$ cat src/rtl/mplf_pkg.sv
package mplf_pkg;

  localparam int BYTE_BITS        = 8;
  localparam int LEN_BITS         = 4;
  localparam int NUM_PAT_REGS     = 4;
  localparam int PATTERN_REG_BITS = 64;
  localparam int CFG_ADDR_BITS    = 3;
  localparam int CFG_DATA_BITS    = 64;
  localparam int COUNT_BITS       = 3;
  localparam int TOTAL_BITS       = 8;

  localparam logic [BYTE_BITS-1:0]  NEWLINE_BYTE = 8'd10;
  localparam logic [TOTAL_BITS-1:0] TOTAL_MAX    = 8'd255;

  typedef enum logic [CFG_ADDR_BITS-1:0] {
    REG_MATCH_MODE      = 3'd0,
    REG_PATTERN_COUNT   = 3'd1,
    REG_PATTERN_ZERO    = 3'd2,
    REG_PATTERN_ONE     = 3'd3,
    REG_PATTERN_TWO     = 3'd4,
    REG_PATTERN_THREE   = 3'd5,
    REG_PATTERN_LENGTHS = 3'd6
  } cfg_reg_t;

  typedef struct packed {
    logic                                            match_mode;
    logic [COUNT_BITS-1:0]                           pattern_count;
    logic [NUM_PAT_REGS-1:0][PATTERN_REG_BITS-1:0]   pattern_bits;
    logic [NUM_PAT_REGS-1:0][LEN_BITS-1:0]           pattern_lengths;
  } cfg_t;

endpackage

$ cat src/rtl/mplf_cfg_regs.sv
module mplf_cfg_regs (
  input  logic                               clk,
  input  logic                               rst_n,
  input  logic                               cfg_we,
  input  logic [mplf_pkg::CFG_ADDR_BITS-1:0] cfg_addr,
  input  logic [mplf_pkg::CFG_DATA_BITS-1:0] cfg_wdata,
  output mplf_pkg::cfg_t                     cfg_r
);
  import mplf_pkg::*;

  always_ff @(posedge clk) begin
    if (!rst_n) begin
      cfg_r <= '0;
    end else if (cfg_we) begin
      case (cfg_reg_t'(cfg_addr))
        REG_MATCH_MODE:      cfg_r.match_mode      <= cfg_wdata[0];
        REG_PATTERN_COUNT:   cfg_r.pattern_count   <= cfg_wdata[COUNT_BITS-1:0];
        REG_PATTERN_ZERO:    cfg_r.pattern_bits[0] <= cfg_wdata[PATTERN_REG_BITS-1:0];
        REG_PATTERN_ONE:     cfg_r.pattern_bits[1] <= cfg_wdata[PATTERN_REG_BITS-1:0];
        REG_PATTERN_TWO:     cfg_r.pattern_bits[2] <= cfg_wdata[PATTERN_REG_BITS-1:0];
        REG_PATTERN_THREE:   cfg_r.pattern_bits[3] <= cfg_wdata[PATTERN_REG_BITS-1:0];
        REG_PATTERN_LENGTHS: cfg_r.pattern_lengths <= cfg_wdata[NUM_PAT_REGS*LEN_BITS-1:0];
        default: ;
      endcase
    end
  end

endmodule

$ cat src/rtl/mplf_matcher.sv
module mplf_matcher #(
  parameter int PATTERN_BYTES = 8,
  parameter int PROG_BITS     = 3
) (
  input  logic                                active,
  input  logic [mplf_pkg::LEN_BITS-1:0]       len,
  input  logic [8*PATTERN_BYTES-1:0]          pattern,
  input  logic [PROG_BITS-1:0]                progress,
  input  logic [mplf_pkg::BYTE_BITS-1:0]      text_byte,
  output logic [PROG_BITS-1:0]                progress_nxt,
  output logic                                hit
);
  import mplf_pkg::*;

  logic [PROG_BITS-1:0]                         start;
  logic [PATTERN_BYTES-1:0]                     chr_eq;
  logic [PATTERN_BYTES-1:0][PATTERN_BYTES-1:0]  self_eq;
  logic [PATTERN_BYTES:1]                       cand;
  logic [LEN_BITS-1:0]                          q_best;

  always_comb begin
    for (int a = 0; a < PATTERN_BYTES; a++) begin
      chr_eq[a] = pattern[BYTE_BITS*a +: BYTE_BITS] == text_byte;
      for (int b = 0; b < PATTERN_BYTES; b++) begin
        self_eq[a][b] = pattern[BYTE_BITS*a +: BYTE_BITS] == pattern[BYTE_BITS*b +: BYTE_BITS];
      end
    end
  end

  // progress left over from a longer pattern restarts from nothing
  assign start = (LEN_BITS'(progress) >= len) ? '0 : progress;

  // prefix of length q survives if its last byte is the new one and the rest
  // lines up with the tail of the matched prefix
  always_comb begin
    logic ok;
    ok   = 1'b0;
    cand = '0;
    for (int q = 1; q <= PATTERN_BYTES; q++) begin
      for (int j = q - 1; j < PATTERN_BYTES; j++) begin
        if (PROG_BITS'(j) == start) begin
          ok = chr_eq[q-1];
          for (int t = 0; t < q - 1; t++) begin
            ok = ok & self_eq[t][j+1-q+t];
          end
          cand[q] = ok;
        end
      end
    end
  end

  always_comb begin
    q_best = '0;
    for (int q = 1; q <= PATTERN_BYTES; q++) begin
      if (cand[q]) q_best = LEN_BITS'(q);
    end
  end

  assign hit          = active && (q_best == len);
  assign progress_nxt = (!active || hit) ? '0 : PROG_BITS'(q_best);

endmodule

$ cat src/rtl/multi_pattern_line_filter.sv
// Line filter over a byte stream of log text. One byte is taken per cycle while
// the output does not stall; each byte waits in the input register and its line
// result (if the byte is a newline that gets reported) is then registered in the
// output register. All pattern automata step in parallel, combinationally,
// between the input and output registers. A stalled output holds the input
// register, and input ready then drops after one more byte.
module multi_pattern_line_filter #(
  parameter int NUM_PATTERNS    = 4,
  parameter int PATTERN_BYTES   = 8,
  parameter int LINE_COUNT_BITS = 32
) (
  input  logic                               clk,
  input  logic                               rst_n,
  input  logic                               in_valid,
  output logic                               in_ready,
  input  logic [mplf_pkg::BYTE_BITS-1:0]     in_text_byte,
  output logic                               out_valid,
  input  logic                               out_ready,
  output logic [LINE_COUNT_BITS-1:0]         out_line_number,
  output logic [mplf_pkg::TOTAL_BITS-1:0]    out_match_total,
  output logic [mplf_pkg::NUM_PAT_REGS-1:0]  out_pattern_found,
  input  logic                               cfg_we,
  input  logic [mplf_pkg::CFG_ADDR_BITS-1:0] cfg_addr,
  input  logic [mplf_pkg::CFG_DATA_BITS-1:0] cfg_wdata
);
  import mplf_pkg::*;

  localparam int PROG_BITS = (PATTERN_BYTES > 1) ? $clog2(PATTERN_BYTES) : 1;
  localparam int NUM_BITS  = $clog2(NUM_PATTERNS + 1) > COUNT_BITS ?
                             $clog2(NUM_PATTERNS + 1) : COUNT_BITS;

  cfg_t cfg_r;

  logic                        s1_valid_r;
  logic [BYTE_BITS-1:0]        s1_byte_r;
  logic                        s1_go;

  logic [PROG_BITS-1:0]        prog_r   [NUM_PATTERNS];
  logic [PROG_BITS-1:0]        prog_nxt [NUM_PATTERNS];
  logic [NUM_PATTERNS-1:0]     hit;
  logic [NUM_PATTERNS-1:0]     found_ext;
  logic [NUM_PAT_REGS-1:0]     found_hit;
  logic [NUM_PAT_REGS-1:0]     found_r;
  logic [TOTAL_BITS-1:0]       total_r;
  logic [TOTAL_BITS-1:0]       total_nxt;
  logic [LINE_COUNT_BITS-1:0]  line_r;
  logic [NUM_BITS-1:0]         n_eff;
  logic                        is_newline;
  logic                        all_found;
  logic                        report;

  logic                        out_valid_r;
  logic [LINE_COUNT_BITS-1:0]  out_line_r;
  logic [TOTAL_BITS-1:0]       out_total_r;
  logic [NUM_PAT_REGS-1:0]     out_found_r;

  mplf_cfg_regs u_cfg (
    .clk       (clk),
    .rst_n     (rst_n),
    .cfg_we    (cfg_we),
    .cfg_addr  (cfg_addr),
    .cfg_wdata (cfg_wdata),
    .cfg_r     (cfg_r)
  );

  assign n_eff = (NUM_BITS'(cfg_r.pattern_count) > NUM_BITS'(NUM_PATTERNS)) ?
                 NUM_BITS'(NUM_PATTERNS) : NUM_BITS'(cfg_r.pattern_count);

  genvar k;
  generate
    for (k = 0; k < NUM_PATTERNS; k++) begin : g_pat
      if (k < NUM_PAT_REGS) begin : g_live
        logic [LEN_BITS-1:0] len;
        logic                active;
        assign len    = cfg_r.pattern_lengths[k];
        assign active = (NUM_BITS'(k) < n_eff) && (len != '0) &&
                        (len <= LEN_BITS'(PATTERN_BYTES));
        mplf_matcher #(
          .PATTERN_BYTES (PATTERN_BYTES),
          .PROG_BITS     (PROG_BITS)
        ) u_match (
          .active       (active),
          .len          (len),
          .pattern      (cfg_r.pattern_bits[k][8*PATTERN_BYTES-1:0]),
          .progress     (prog_r[k]),
          .text_byte    (s1_byte_r),
          .progress_nxt (prog_nxt[k]),
          .hit          (hit[k])
        );
        assign found_ext[k] = found_r[k];
      end else begin : g_dead
        // no pattern register behind this slot: it never matches
        assign prog_nxt[k]  = '0;
        assign hit[k]       = 1'b0;
        assign found_ext[k] = 1'b0;
      end
    end
    for (k = 0; k < NUM_PAT_REGS; k++) begin : g_found
      if (k < NUM_PATTERNS) begin : g_on
        assign found_hit[k] = hit[k];
      end else begin : g_off
        assign found_hit[k] = 1'b0;
      end
    end
  endgenerate

  // saturating add of this byte's hits
  always_comb begin
    logic [TOTAL_BITS:0] sum;
    sum = {1'b0, total_r};
    for (int i = 0; i < NUM_PATTERNS; i++) begin
      sum = sum + (TOTAL_BITS+1)'(hit[i]);
    end
    total_nxt = (sum > {1'b0, TOTAL_MAX}) ? TOTAL_MAX : sum[TOTAL_BITS-1:0];
  end

  always_comb begin
    all_found = 1'b1;
    for (int i = 0; i < NUM_PATTERNS; i++) begin
      if ((NUM_BITS'(i) < n_eff) && !found_ext[i]) all_found = 1'b0;
    end
  end

  assign is_newline = s1_byte_r == NEWLINE_BYTE;
  assign report     = cfg_r.match_mode ? all_found : (total_r != '0);
  assign s1_go      = s1_valid_r && (!out_valid_r || out_ready);
  assign in_ready   = !s1_valid_r || s1_go;

  always_ff @(posedge clk) begin
    if (!rst_n) begin
      s1_valid_r <= 1'b0;
    end else if (in_ready) begin
      s1_valid_r <= in_valid;
    end
  end

  always_ff @(posedge clk) begin
    if (in_valid && in_ready) s1_byte_r <= in_text_byte;
  end

  always_ff @(posedge clk) begin
    if (!rst_n) begin
      for (int i = 0; i < NUM_PATTERNS; i++) prog_r[i] <= '0;
      found_r <= '0;
      total_r <= '0;
      line_r  <= LINE_COUNT_BITS'(1);
    end else if (s1_go) begin
      if (is_newline) begin
        // drop the line state, advance the line number up to its ceiling
        for (int i = 0; i < NUM_PATTERNS; i++) prog_r[i] <= '0;
        found_r <= '0;
        total_r <= '0;
        if (line_r != '1) line_r <= line_r + LINE_COUNT_BITS'(1);
      end else begin
        for (int i = 0; i < NUM_PATTERNS; i++) prog_r[i] <= prog_nxt[i];
        found_r <= found_r | found_hit;
        total_r <= total_nxt;
      end
    end
  end

  always_ff @(posedge clk) begin
    if (!rst_n) begin
      out_valid_r <= 1'b0;
    end else if (s1_go && is_newline && report) begin
      out_valid_r <= 1'b1;
    end else if (out_ready) begin
      out_valid_r <= 1'b0;
    end
  end

  always_ff @(posedge clk) begin
    if (s1_go && is_newline && report) begin
      out_line_r  <= line_r;
      out_total_r <= total_r;
      out_found_r <= found_r;
    end
  end

  assign out_valid         = out_valid_r;
  assign out_line_number   = out_line_r;
  assign out_match_total   = out_total_r;
  assign out_pattern_found = out_found_r;

endmodule

$ cat config.mk
export PLATFORM = sky130hd
export DESIGN_NAME = multi_pattern_line_filter
export DESIGN_NICKNAME = d
export VERILOG_FILES = /design/src/rtl/mplf_pkg.sv /design/src/rtl/mplf_cfg_regs.sv /design/src/rtl/mplf_matcher.sv /design/src/rtl/multi_pattern_line_filter.sv
export SDC_FILE = /design/constraint.sdc
export NUM_CORES = 1
export LEC_CHECK = 0
export ABC_AREA = 1
export BUFFER_PORTS_ARGS = -buffer_cell sky130_fd_sc_hd__buf_2
export CORE_UTILIZATION = 57
export DETAILED_ROUTE_END_ITERATION = 6
export PLACE_DENSITY_LB_ADDON = 0.25
export SLEW_MARGIN = 30
export SYNTH_ARGS = -nofsm -noshare
export SYNTH_HDL_FRONTEND = slang
export SYNTH_SLANG_ARGS = --single-unit
$ cat constraint.sdc
create_clock -name clk -period 4.91 [get_ports clk]
set_clock_uncertainty 0.1 [all_clocks]
set_input_delay 0.7365 -clock clk [delete_from_list [all_inputs] [get_ports clk]]
set_output_delay 0.7365 -clock clk [all_outputs]
set_load 0.005 [all_outputs]
======== Word-level counts from Yosys, hierarchy flattened ========
Memories as Yosys holds them, arrays and structs flattened.
Index checks and enable logic that the tools add are counted.
storage, ports and cells
  bits in writable memories ............... 12
  output and inout port bits .............. 46
  logic and storage cells ................. 695
  memories kept ........................... 1
  register bits after elaboration ......... 374
  input port bits ......................... 80
operators by class
  reductions and logical operators ........ 55
  multiplexer cells ....................... 212
  order comparisons ....................... 14
  eq/ne operators ......................... 156
  bitwise logic cells ..................... 233
  add/sub/neg operators ................... 5
memories
  memory  words  bits a word  read ports  clocked after memory_dff  write ports  RTL line                         source
  prog_r  4      3            4           0                         4            multi_pattern_line_filter.sv:38  logic [PROG_BITS-1:0] prog_r [NUM_PATTERNS];
operators by type and width
  operator                                             count
  == test 8 bit                                        116
  AND 1 bit                                            224
  two-way mux 1 bit                                    164
  two-way mux 4 bit                                    29
  two-way mux 3 bit                                    17
  == test 3 bit (first input constant)                 16
  adder 32 x 1 -> 32 bit (second input constant)       1
  inequality test 32 bit (second input constant)       1
  adder 9 x 1 -> 9 bit                                 3
  == test 2 x 3 -> 1 bit (first input constant)        8
  logical AND 1 bit                                    20
  == test 4 bit                                        4
  >= comparator 3 x 4 -> 1 bit                         4
  <= comparator 4 bit (second input constant)          4
  two-way mux 8 bit                                    2
  nonzero test 4 bit                                   4
  zero test 3 bit                                      5
  AND reduction 2 bit                                  7
  == test 1 x 3 -> 1 bit (first input constant)        4
  zero test 1 bit                                      10
  adder 8 x 1 -> 9 bit                                 1
  == test 3 bit (second input constant)                3
  > comparator 9 x 8 -> 1 bit (second input constant)  1
  == test 8 x 4 -> 1 bit (second input constant)       1
  other kinds (11)                                     26

======== Logic depth before layout (Yosys ltp) ========
Gate-level depths: netlist (run 1).
An unclocked memory read counts as a cell.
  depth in word-level cells ............... 29
  depth in mapped cells ................... 40
  depth with buffers taken out ............ 40

======== Hierarchy ========
Synthesis (run 1) repeated with hierarchy kept, for this count alone.
unflattened totals
  cell total of the unflattened synthesis .. 4,924
  area, all modules ....................... 32,437.4 sq um
by module, submodules not included
  module                                      area each (sq um)  instances  sequential area each (sq um)  cells an instance
  mplf_cfg_regs                               10,958.0           1          5,525.3                       1,579
  mplf_matcher (g_pat[0].g_live.u_match ...)  4,132.7            2          0.0                           690
  mplf_matcher (g_pat[2].g_live.u_match ...)  4,026.4            2          0.0                           688
  multi_pattern_line_filter                   5,161.2            1          2,812.7                       589

======== Worst setup path before layout (run 1) ========
OpenSTA, ideal clock, no wires.
  kind .................................... input -> register
  start point ............................. in out_ready
  end point ............................... reg out_line_r[0] (netlist: out_line_number[0]) (enable)
  buffers on the path ..................... 0
  stages on the path ...................... 6
  data arrival time ....................... 4.223 ns
  library setup time ...................... 0.502 ns
  setup slack ............................. 0.085 ns
  required time ........................... 4.308 ns
  cell sequence ........................... inv_1 -> nand2_1 -> nand2_1 -> nor2_2 -> inv_1 -> nor3_1
between the ends
  longest elaborated chain between the ends .. 4
RTL lines
  item                            RTL line                          source
  start, declared                 multi_pattern_line_filter.sv:18   input logic out_ready,
  logical OR 1 bit                multi_pattern_line_filter.sv:126  assign s1_go = s1_valid_r && (!out_valid_r || out_ready);
  logical AND 1 bit               multi_pattern_line_filter.sv:126
  logical AND 1 bit (2 in a row)  multi_pattern_line_filter.sv:173  if (s1_go && is_newline && report) begin
  end signal, assigned            multi_pattern_line_filter.sv:174  out_line_r <= line_r;
  end, declared                   multi_pattern_line_filter.sv:53   logic [LINE_COUNT_BITS-1:0] out_line_r;
Every way passes these cells.
A chain may end at the register's enable or synchronous reset.

======== Worst setup path in the final report (run 1) ========
  start point ............................. reg, netlist name u_cfg.cfg_r[39]
  end point ............................... reg total_r[0]
between the ends
  longest elaborated chain between the ends .. 23
  elaborated cells between the ends (all ways) .. 85
  those cells by class .................... add/sub (4); order compare (1); eq/ne (8); mux (30); bitwise (41); reduce/logical (1)
RTL lines
  item                                                           RTL line                                source
  == test 8 bit, on equally long branches                        mplf_matcher.sv:25, mplf_matcher.sv:23
  AND 1 bit                                                      mplf_matcher.sv:44                      ok = ok & self_eq[t][j+1-q+t];
  two-way mux 1 bit / AND 1 bit (equally long branches)          mplf_matcher.sv:41, mplf_matcher.sv:44
  two-way mux 1 bit (4 in a row)                                 mplf_matcher.sv:41                      if (PROG_BITS'(j) == start) begin
  two-way mux 4 bit / two-way mux 1 bit (equally long branches)  mplf_matcher.sv:55, mplf_matcher.sv:41
  two-way mux 4 bit (4 in a row)                                 mplf_matcher.sv:55                      if (cand[q]) q_best = LEN_BITS'(q);
  two-way mux 4 bit (*) (2 in a row)                             mplf_matcher.sv:55
  == test 4 bit (*)                                              mplf_matcher.sv:59                      assign hit = active && (q_best == len);
  logical AND 1 bit (*)                                          mplf_matcher.sv:59
  adder 8 x 1 -> 9 bit (*)                                       multi_pattern_line_filter.sv:112        sum = sum + (TOTAL_BITS+1)'(hit[i]);
  adder 9 x 1 -> 9 bit (*) (3 in a row)                          multi_pattern_line_filter.sv:112
  > comparator 9 x 8 -> 1 bit                                    multi_pattern_line_filter.sv:114        total_nxt = (sum > {1'b0, TOTAL_MAX}) ? TOTAL_MAX : sum[TOTAL_BITS-1:0];
  two-way mux 8 bit (*)                                          multi_pattern_line_filter.sv:114
  two-way mux 8 bit (*)                                          multi_pattern_line_filter.sv:148        if (is_newline) begin
  end signal, assigned                                           multi_pattern_line_filter.sv:157        total_r <= total_nxt;
  end, declared                                                  multi_pattern_line_filter.sv:44         logic [TOTAL_BITS-1:0] total_r;
Every way passes the cells marked *; elsewhere a longest branch is shown, timed or not.

==> results of run 1 <==
-- final cells by class --
type | count | area (sq um) | area share
multi-input cells | 3232 | 17700 | 0.552
clock buffers | 64 | 1280 | 0.0399
clock inverters | 16 | 150 | 0.00469
diodes | 11 | 27.5 | 0.000859
repair buffers | 358 | 2530 | 0.0791
well taps | 672 | 841 | 0.0263
flip-flops and latches | 386 | 8370 | 0.261
inverters | 307 | 1160 | 0.0363
-- cell families (layout without fill, tap and decap cells) --
group / count (synthesis) / in the layout / share of synthesized area
fa+ha+maj: 17 / 17 / 0.00815
simple gates: 1956 / 1956 / 0.293
xor+xnor: 631 / 631 / 0.192
buf+inv: 660 / 745 / 0.106
other cells: 0 / 11 / 0
flops: 386 / 386 / 0.289
compound gates: 628 / 628 / 0.112
-- layer usage --
metal / vias to the layer above / part of all wire / track usage
li1: 13841 / - / -
met1: 13880 / 0.39 / 0.599
met2: 2026 / 0.40 / 0.633
met3: 480 / 0.13 / 0.113
met4: 2 / 0.080 / 0.313
met5: - / 0.00015 / 0
-- sequential cells by signal, indices dropped and copies added (netlist names) --
register,cells
s1_valid_r,1
found_ext,4
out_line_number,32
out_valid,1
s1_byte_r,8
out_match_total,8
total_r,8
line_r,32
out_pattern_found,4
u_cfg.cfg_r,276
prog_r,12
-- worst register-to-register path, delay by kind of cell (launching register included) --
| family | cells | cell delay (ns) |
|---|---|---|
| AOI/OAI and AO/OA | 4 | 0.59 |
| adders and majority gates | 3 | 1.09 |
| buffers and inverters | 7 | 0.75 |
| DFF | 1 | 0.60 |
| and+or+nand+nor | 17 | 1.71 |
-- cell usage in the layout (no fill, tap or decap), types with 23 or more instances in the layout --
master,synthesis,layout
nand2_1,900,884
nor2_1,566,547
xnor2_1,334,334
o21ai_0,321,314
dfxtp_1,325,302
xor2_1,297,297
a21oi_1,257,252
inv_1,243,230
buf_4,63,220
nand4_1,187,187
buf_2,179,124
nand3_1,123,122
inv_2,56,67
edfxtp_1,61,61
nor3_1,63,59
clkbuf_16,0,46
nor4_1,39,38
nand2_2,8,24
nor2_2,9,23
dfxtp_2,0,23
-- what timing repair did --
action                     4_1_cts  5_1_grt
buffers inserted                 0       11
pin swaps                        0       35
setup endpoints to repair        1        8
resized for setup                3       93
hold buffers                     0        0
-- final timing paths --
kind                             endpoint  slack, ns
max               total_r[0]$_SDFFE_PN0P_      -0.02
min                s1_byte_r[6]$_DFFE_PP_       0.21
max reg2reg       total_r[0]$_SDFFE_PN0P_      -0.02
min reg2reg  out_match_total[4]$_DFFE_PP_       0.34
-- metrics by stage --
stage	utilization	TNS [ns]	area [sq um]	hold slack, ns	setup WS, ns
finish	0.640	-0.0417	32000	0.215	-0.0206
global route	0.639	-1.77	32000	0.217	-0.258
CTS	0.633	0	31700	0.209	0.00951
detailed placement	0.605	-0.0479	30300	0.328	-0.0479
global placement	0.605	0	30300	0.315	0.123
floorplan	-	0	28900	0.308	0.0848
-- power by group through the flow --
stage	logic, mW	registers, mW	clock network (mW)
detailed placement	1.79	3.56	0
floorplan	1.29	3.39	0
CTS	1.80	3.49	3.37
finish	1.90	3.50	3.36
global placement	1.79	3.56	0
global route	2.01	3.50	3.50
==> impl_metrics.tcl, run 1 <==
set metrics [dict create \
    status "finished with violations" \
    violations "negative setup slack" \
    ys_top_cells_by_count "900 x nand2_1, 566 x nor2_1, 334 x xnor2_1" \
    end_kind "register" \
    power_mw 8.76 \
    syn_nets 4375 \
    finalHoldViolations 0 \
    setup_violations 3 \
    hold_depth 1 \
    row_count 82 \
    netlist.area_leader.share 0.225 \
    synth_cell_types 55 \
    gp_congestion 1.09 \
    synth_seq_cells 386 \
    die-area_sq_um 51500 \
    grt_max_degree 237 \
    max_slew.worst_pin.slew_ns 1.09 \
    root_buffer "clkbuf_16" \
    drt-initial-drc-count 4549 \
    worstReg2RegStart "u_cfg.cfg_r[39]$_SDFFE_PN0P_" \
    antenna_found_initial 6 \
    p_sw_mw 2.87 \
    routed-via-count 30229 \
    cpMostUsedCell "nand2_1" \
    hp-class "input pin to register" \
    cpPeakStageDelay_ns 0.60 \
    clkPwrFrac 0.383 \
    worst_slack_ns -0.0206 \
    synthTopCellsByArea "dfxtp_1 23%, nand2_1 12%, xnor2_1 10%" \
    synth_top_flop_cell "dfxtp_1" \
    r2r_cells 31 \
    p_leak_nw 14.3 \
    grt_pass1_wl_mm 172 \
    global_route.overflow_total 0 \
    ir_drop_v 0.000286 \
    crit_family "simple AND/OR/NAND/NOR gates" \
    numClockSinks 386 \
    synthCells 4278 \
    drc 0 \
    yosys.cell_count.top_type "nand2_1" \
    cp.buffers_inverters 7 \
    critPathSlowestCell "dfxtp_1" \
    cp-start-kind "register" \
    stdcell_count 5046 \
    cts_tree "yes" \
    mappedNetlistArea_sq_um 28900 \
    p_comb_frac 0.217 \
    io_pins 126 \
    grt_usage 0.449 \
    start_util 0.576 \
    cp_num_cells 31 \
    seqPwrFrac 0.400 \
    nNetsFinal 4426 \
    cts.path.max_buffers 3 \
    swShare 0.327 \
    dp_cells 4944 \
    fillers 4741 \
    path_class "register to register" \
    maxCapViolCount 0 \
    clk_pin_slew_ns 0.06 \
    cp-startpoint "u_cfg.cfg_r[39]$_SDFFE_PN0P_" \
    p_int_mw 5.89 \
    synth.yosys.warnings 0 \
    syn_area_per_cell_sq_um 6.75 \
    ant_nets 0 \
    fmax_mhz 203 \
    fin_crit_sh 1.00 \
    synth-edff-count 61 \
    synthArstFlopShare 0 \
    areaGrowthSynthToFinish_pct 11.0 \
    h-tree-depth 2 \
    ys_seq_area_frac 0.289 \
    layout_min_cycle_time_ns 4.93 \
    routed_wl_mm 117 \
    arrival_ns 5.37 \
    critPathMaxFanout 7 \
    die_x_um 227 \
    cts_buffers 44 \
    wl_per_cell_um 23.2 \
    grt_setup_unrepaired "yes" \
    routed_via_density 5.99 \
    core_area_sq_um 50100 \
    min-delay-start "in_text_byte[6]" \
    p_per_area_nw_per_um2 273 \
    maxSlewHeadroom 0.276 \
    drive_above_1_share 0.145 \
    yosysTopAreaCell "dfxtp_1" \
    drt-pass1-iter-count 6 \
    dp_hpwl_mm 84.6 \
    cp.required_ns 5.35 \
    insertion_delay_ns 0.61 \
    drv_slew 0 \
    die_y_um 227 \
    io_buffers 125 \
    grt_pass1_vias 27167 \
]
Note: power is estimated with default switching activity, not from simulation.
==> run 2: changes to the inputs <==
==> constraint.sdc (replaced) <==
create_clock -name clk -period 4.91 [get_ports clk]
set_clock_uncertainty 0.1 [all_clocks]
set_input_delay 0.982 -clock clk [delete_from_list [all_inputs] [get_ports clk]]
set_output_delay 0.982 -clock clk [all_outputs]
set_load 0.005 [all_outputs]
==> run 2 against run 1 <==
Against the previous run:
- the flow now finishes without violations
- routed wire length grew 0.43%
- via count shrank 0.65%
- die area is the same
- critical endpoint unchanged
- largest cell class unchanged
==> impl_metrics.tcl, run 2 (same netlist as run 1, synthesis figures left out) <==
set metrics [dict create \
    status "finished, final reports clean" \
    largest_register_ffs 276 \
    areaGrowthSynthToFinish_pct 12.4 \
    grt_pass1_wl_mm 171 \
    root_buffer "clkbuf_16" \
    finalHoldViolations 0 \
    cp.buffers_inverters 5 \
    setup_tns_ns 0 \
    grt_pass1_vias 27048 \
    path_class "register to register" \
    setup_violations 0 \
    core_area_sq_um 50100 \
    start_util 0.576 \
    clk_pin_slew_ns 0.06 \
    cts.path.max_buffers 3 \
    cpPeakStageDelay_ns 0.44 \
    io_buffers 125 \
    cpMostUsedCell "nand2_1" \
    die-area_sq_um 51500 \
    cp_num_cells 34 \
    drt-initial-drc-count 3607 \
    row_count 82 \
    max_flop_register "u_cfg.cfg_r" \
    crit_family "simple AND/OR/NAND/NOR gates" \
    r2r_cells 34 \
    routed_wl_mm 118 \
    arrival_ns 5.12 \
    maxSlewHeadroom 0.330 \
    p_leak_nw 14.5 \
    routed_via_density 5.93 \
    end_kind "register" \
    layout_min_cycle_time_ns 4.75 \
    ir_drop_v 0.000310 \
    grt_usage 0.449 \
    wl_per_cell_um 23.2 \
    drive_above_1_share 0.158 \
    drt-pass1-iter-count 6 \
    h-tree-depth 2 \
    maxCapViolCount 0 \
    antenna_found_initial 7 \
    layout_common_cells "882 x nand2_1, 551 x nor2_1, 333 x xnor2_1" \
    drc 0 \
    numClockSinks 386 \
    cts_hold_buf 0 \
    routed-via-count 30034 \
    die_y_um 227 \
    hold_depth 0 \
    io_pins 126 \
    grt_max_degree 244 \
    nNetsFinal 4449 \
    cp-start-kind "register" \
    cts_buffers 42 \
    fillers 4700 \
    cp.required_ns 5.28 \
    fmax_mhz 211 \
    cts_tree "yes" \
    ant_nets 0 \
    hold_ws_ns 0.352 \
    critPathMaxFanout 12 \
    die_x_um 227 \
    final_common_cell "nand2_1" \
    critPathSlowestCell "fa_1" \
    stdcell_count 5068 \
    fin_crit_sh 0.967 \
    grt_setup_unrepaired "yes" \
    global_route.overflow_total 0 \
    dp_cells 4954 \
    hp-class "register to register" \
    max_slew.worst_pin.slew_ns 1.00 \
    gp_congestion 1.07 \
    dp_hpwl_mm 85.7 \
    insertion_delay_ns 0.60 \
    drv_slew 0 \
    p_per_area_nw_per_um2 277 \
]
[run 2: cell types whose count changed in the layout (fill, tap and decap cells not counted), sizes merged]
cell | previous run | this run
inv | 303 | 301
buf | 358 | 383
clkbuf | 64 | 58
diode | 11 | 10
bufinv | 2 | 6
clkinv | 16 | 18
[run 2: metrics by stage]
step | power (mW) | utilization | worst slack [ns] | area, sq um
6_report | 8.99 | 0.648 | 0.162 | 32400
5_1_grt | 9.24 | 0.647 | -0.0935 | 32400
4_1_cts | 8.86 | 0.636 | 0.0265 | 31800
3_5_place_dp | 5.38 | 0.605 | 0.0490 | 30300
3_3_place_gp | 5.38 | 0.605 | 0.120 | 30300
2_1_floorplan | 4.68 | - | 0.444 | 28900
[run 2: timing repair]
item,4_1_cts,5_1_grt
buffers inserted,0,26
endpoints found under the hold margin,0,0
setup endpoints to repair,0,8
resized for setup,0,143
[run 2: worst reg2reg max path, delay by kind of cell, from the launching register on]
kind | cells | cell delay, ns
compound gates | 2 | 0.29
fa+ha+maj | 3 | 0.99
buf+inv | 5 | 0.58
flops | 1 | 0.41
simple gates | 24 | 2.27
[run 2: final cells by class]
class / instances / area [sq um] / area share
Multi-Input combinational cell: 3232 / 17800 / 0.549
Sequential cell: 386 / 8390 / 0.259
Timing Repair Buffer: 383 / 2700 / 0.0831
Clock buffer: 58 / 1240 / 0.0384
Inverter: 307 / 1180 / 0.0363
Tap cell: 672 / 841 / 0.0259
Clock inverter: 20 / 272 / 0.00837
Antenna cell: 10 / 25.0 / 0.000772
[run 2: worst paths after layout]
check | start | endpoint | slack (ns)
worst max register to register | s1_byte_r[7]$_DFFE_PP_ | total_r[0]$_SDFFE_PN0P_ | 0.16
worst min-delay path | total_r[4]$_SDFFE_PN0P_ | out_match_total[4]$_DFFE_PP_ | 0.35
worst max-delay path | s1_byte_r[7]$_DFFE_PP_ | total_r[0]$_SDFFE_PN0P_ | 0.16
worst min register to register | total_r[4]$_SDFFE_PN0P_ | out_match_total[4]$_DFFE_PP_ | 0.35
[run 2: routing by layer]
metal / global-route usage / routed length [um]
met2: 0.638 / 47600
met3: 0.117 / 14600
met4: 0.303 / 8830
met1: 0.594 / 46600
met5: 0 / 51
[run 2: power by group]
group          internal (mW)  total (mW)  leakage (nW)  switching [mW]
Combinational          0.698        1.96          10.5            1.26
Clock                   2.10        3.54         0.743            1.44
Sequential              3.30        3.49          3.19           0.196
Total                   6.09        8.99          14.5            2.90
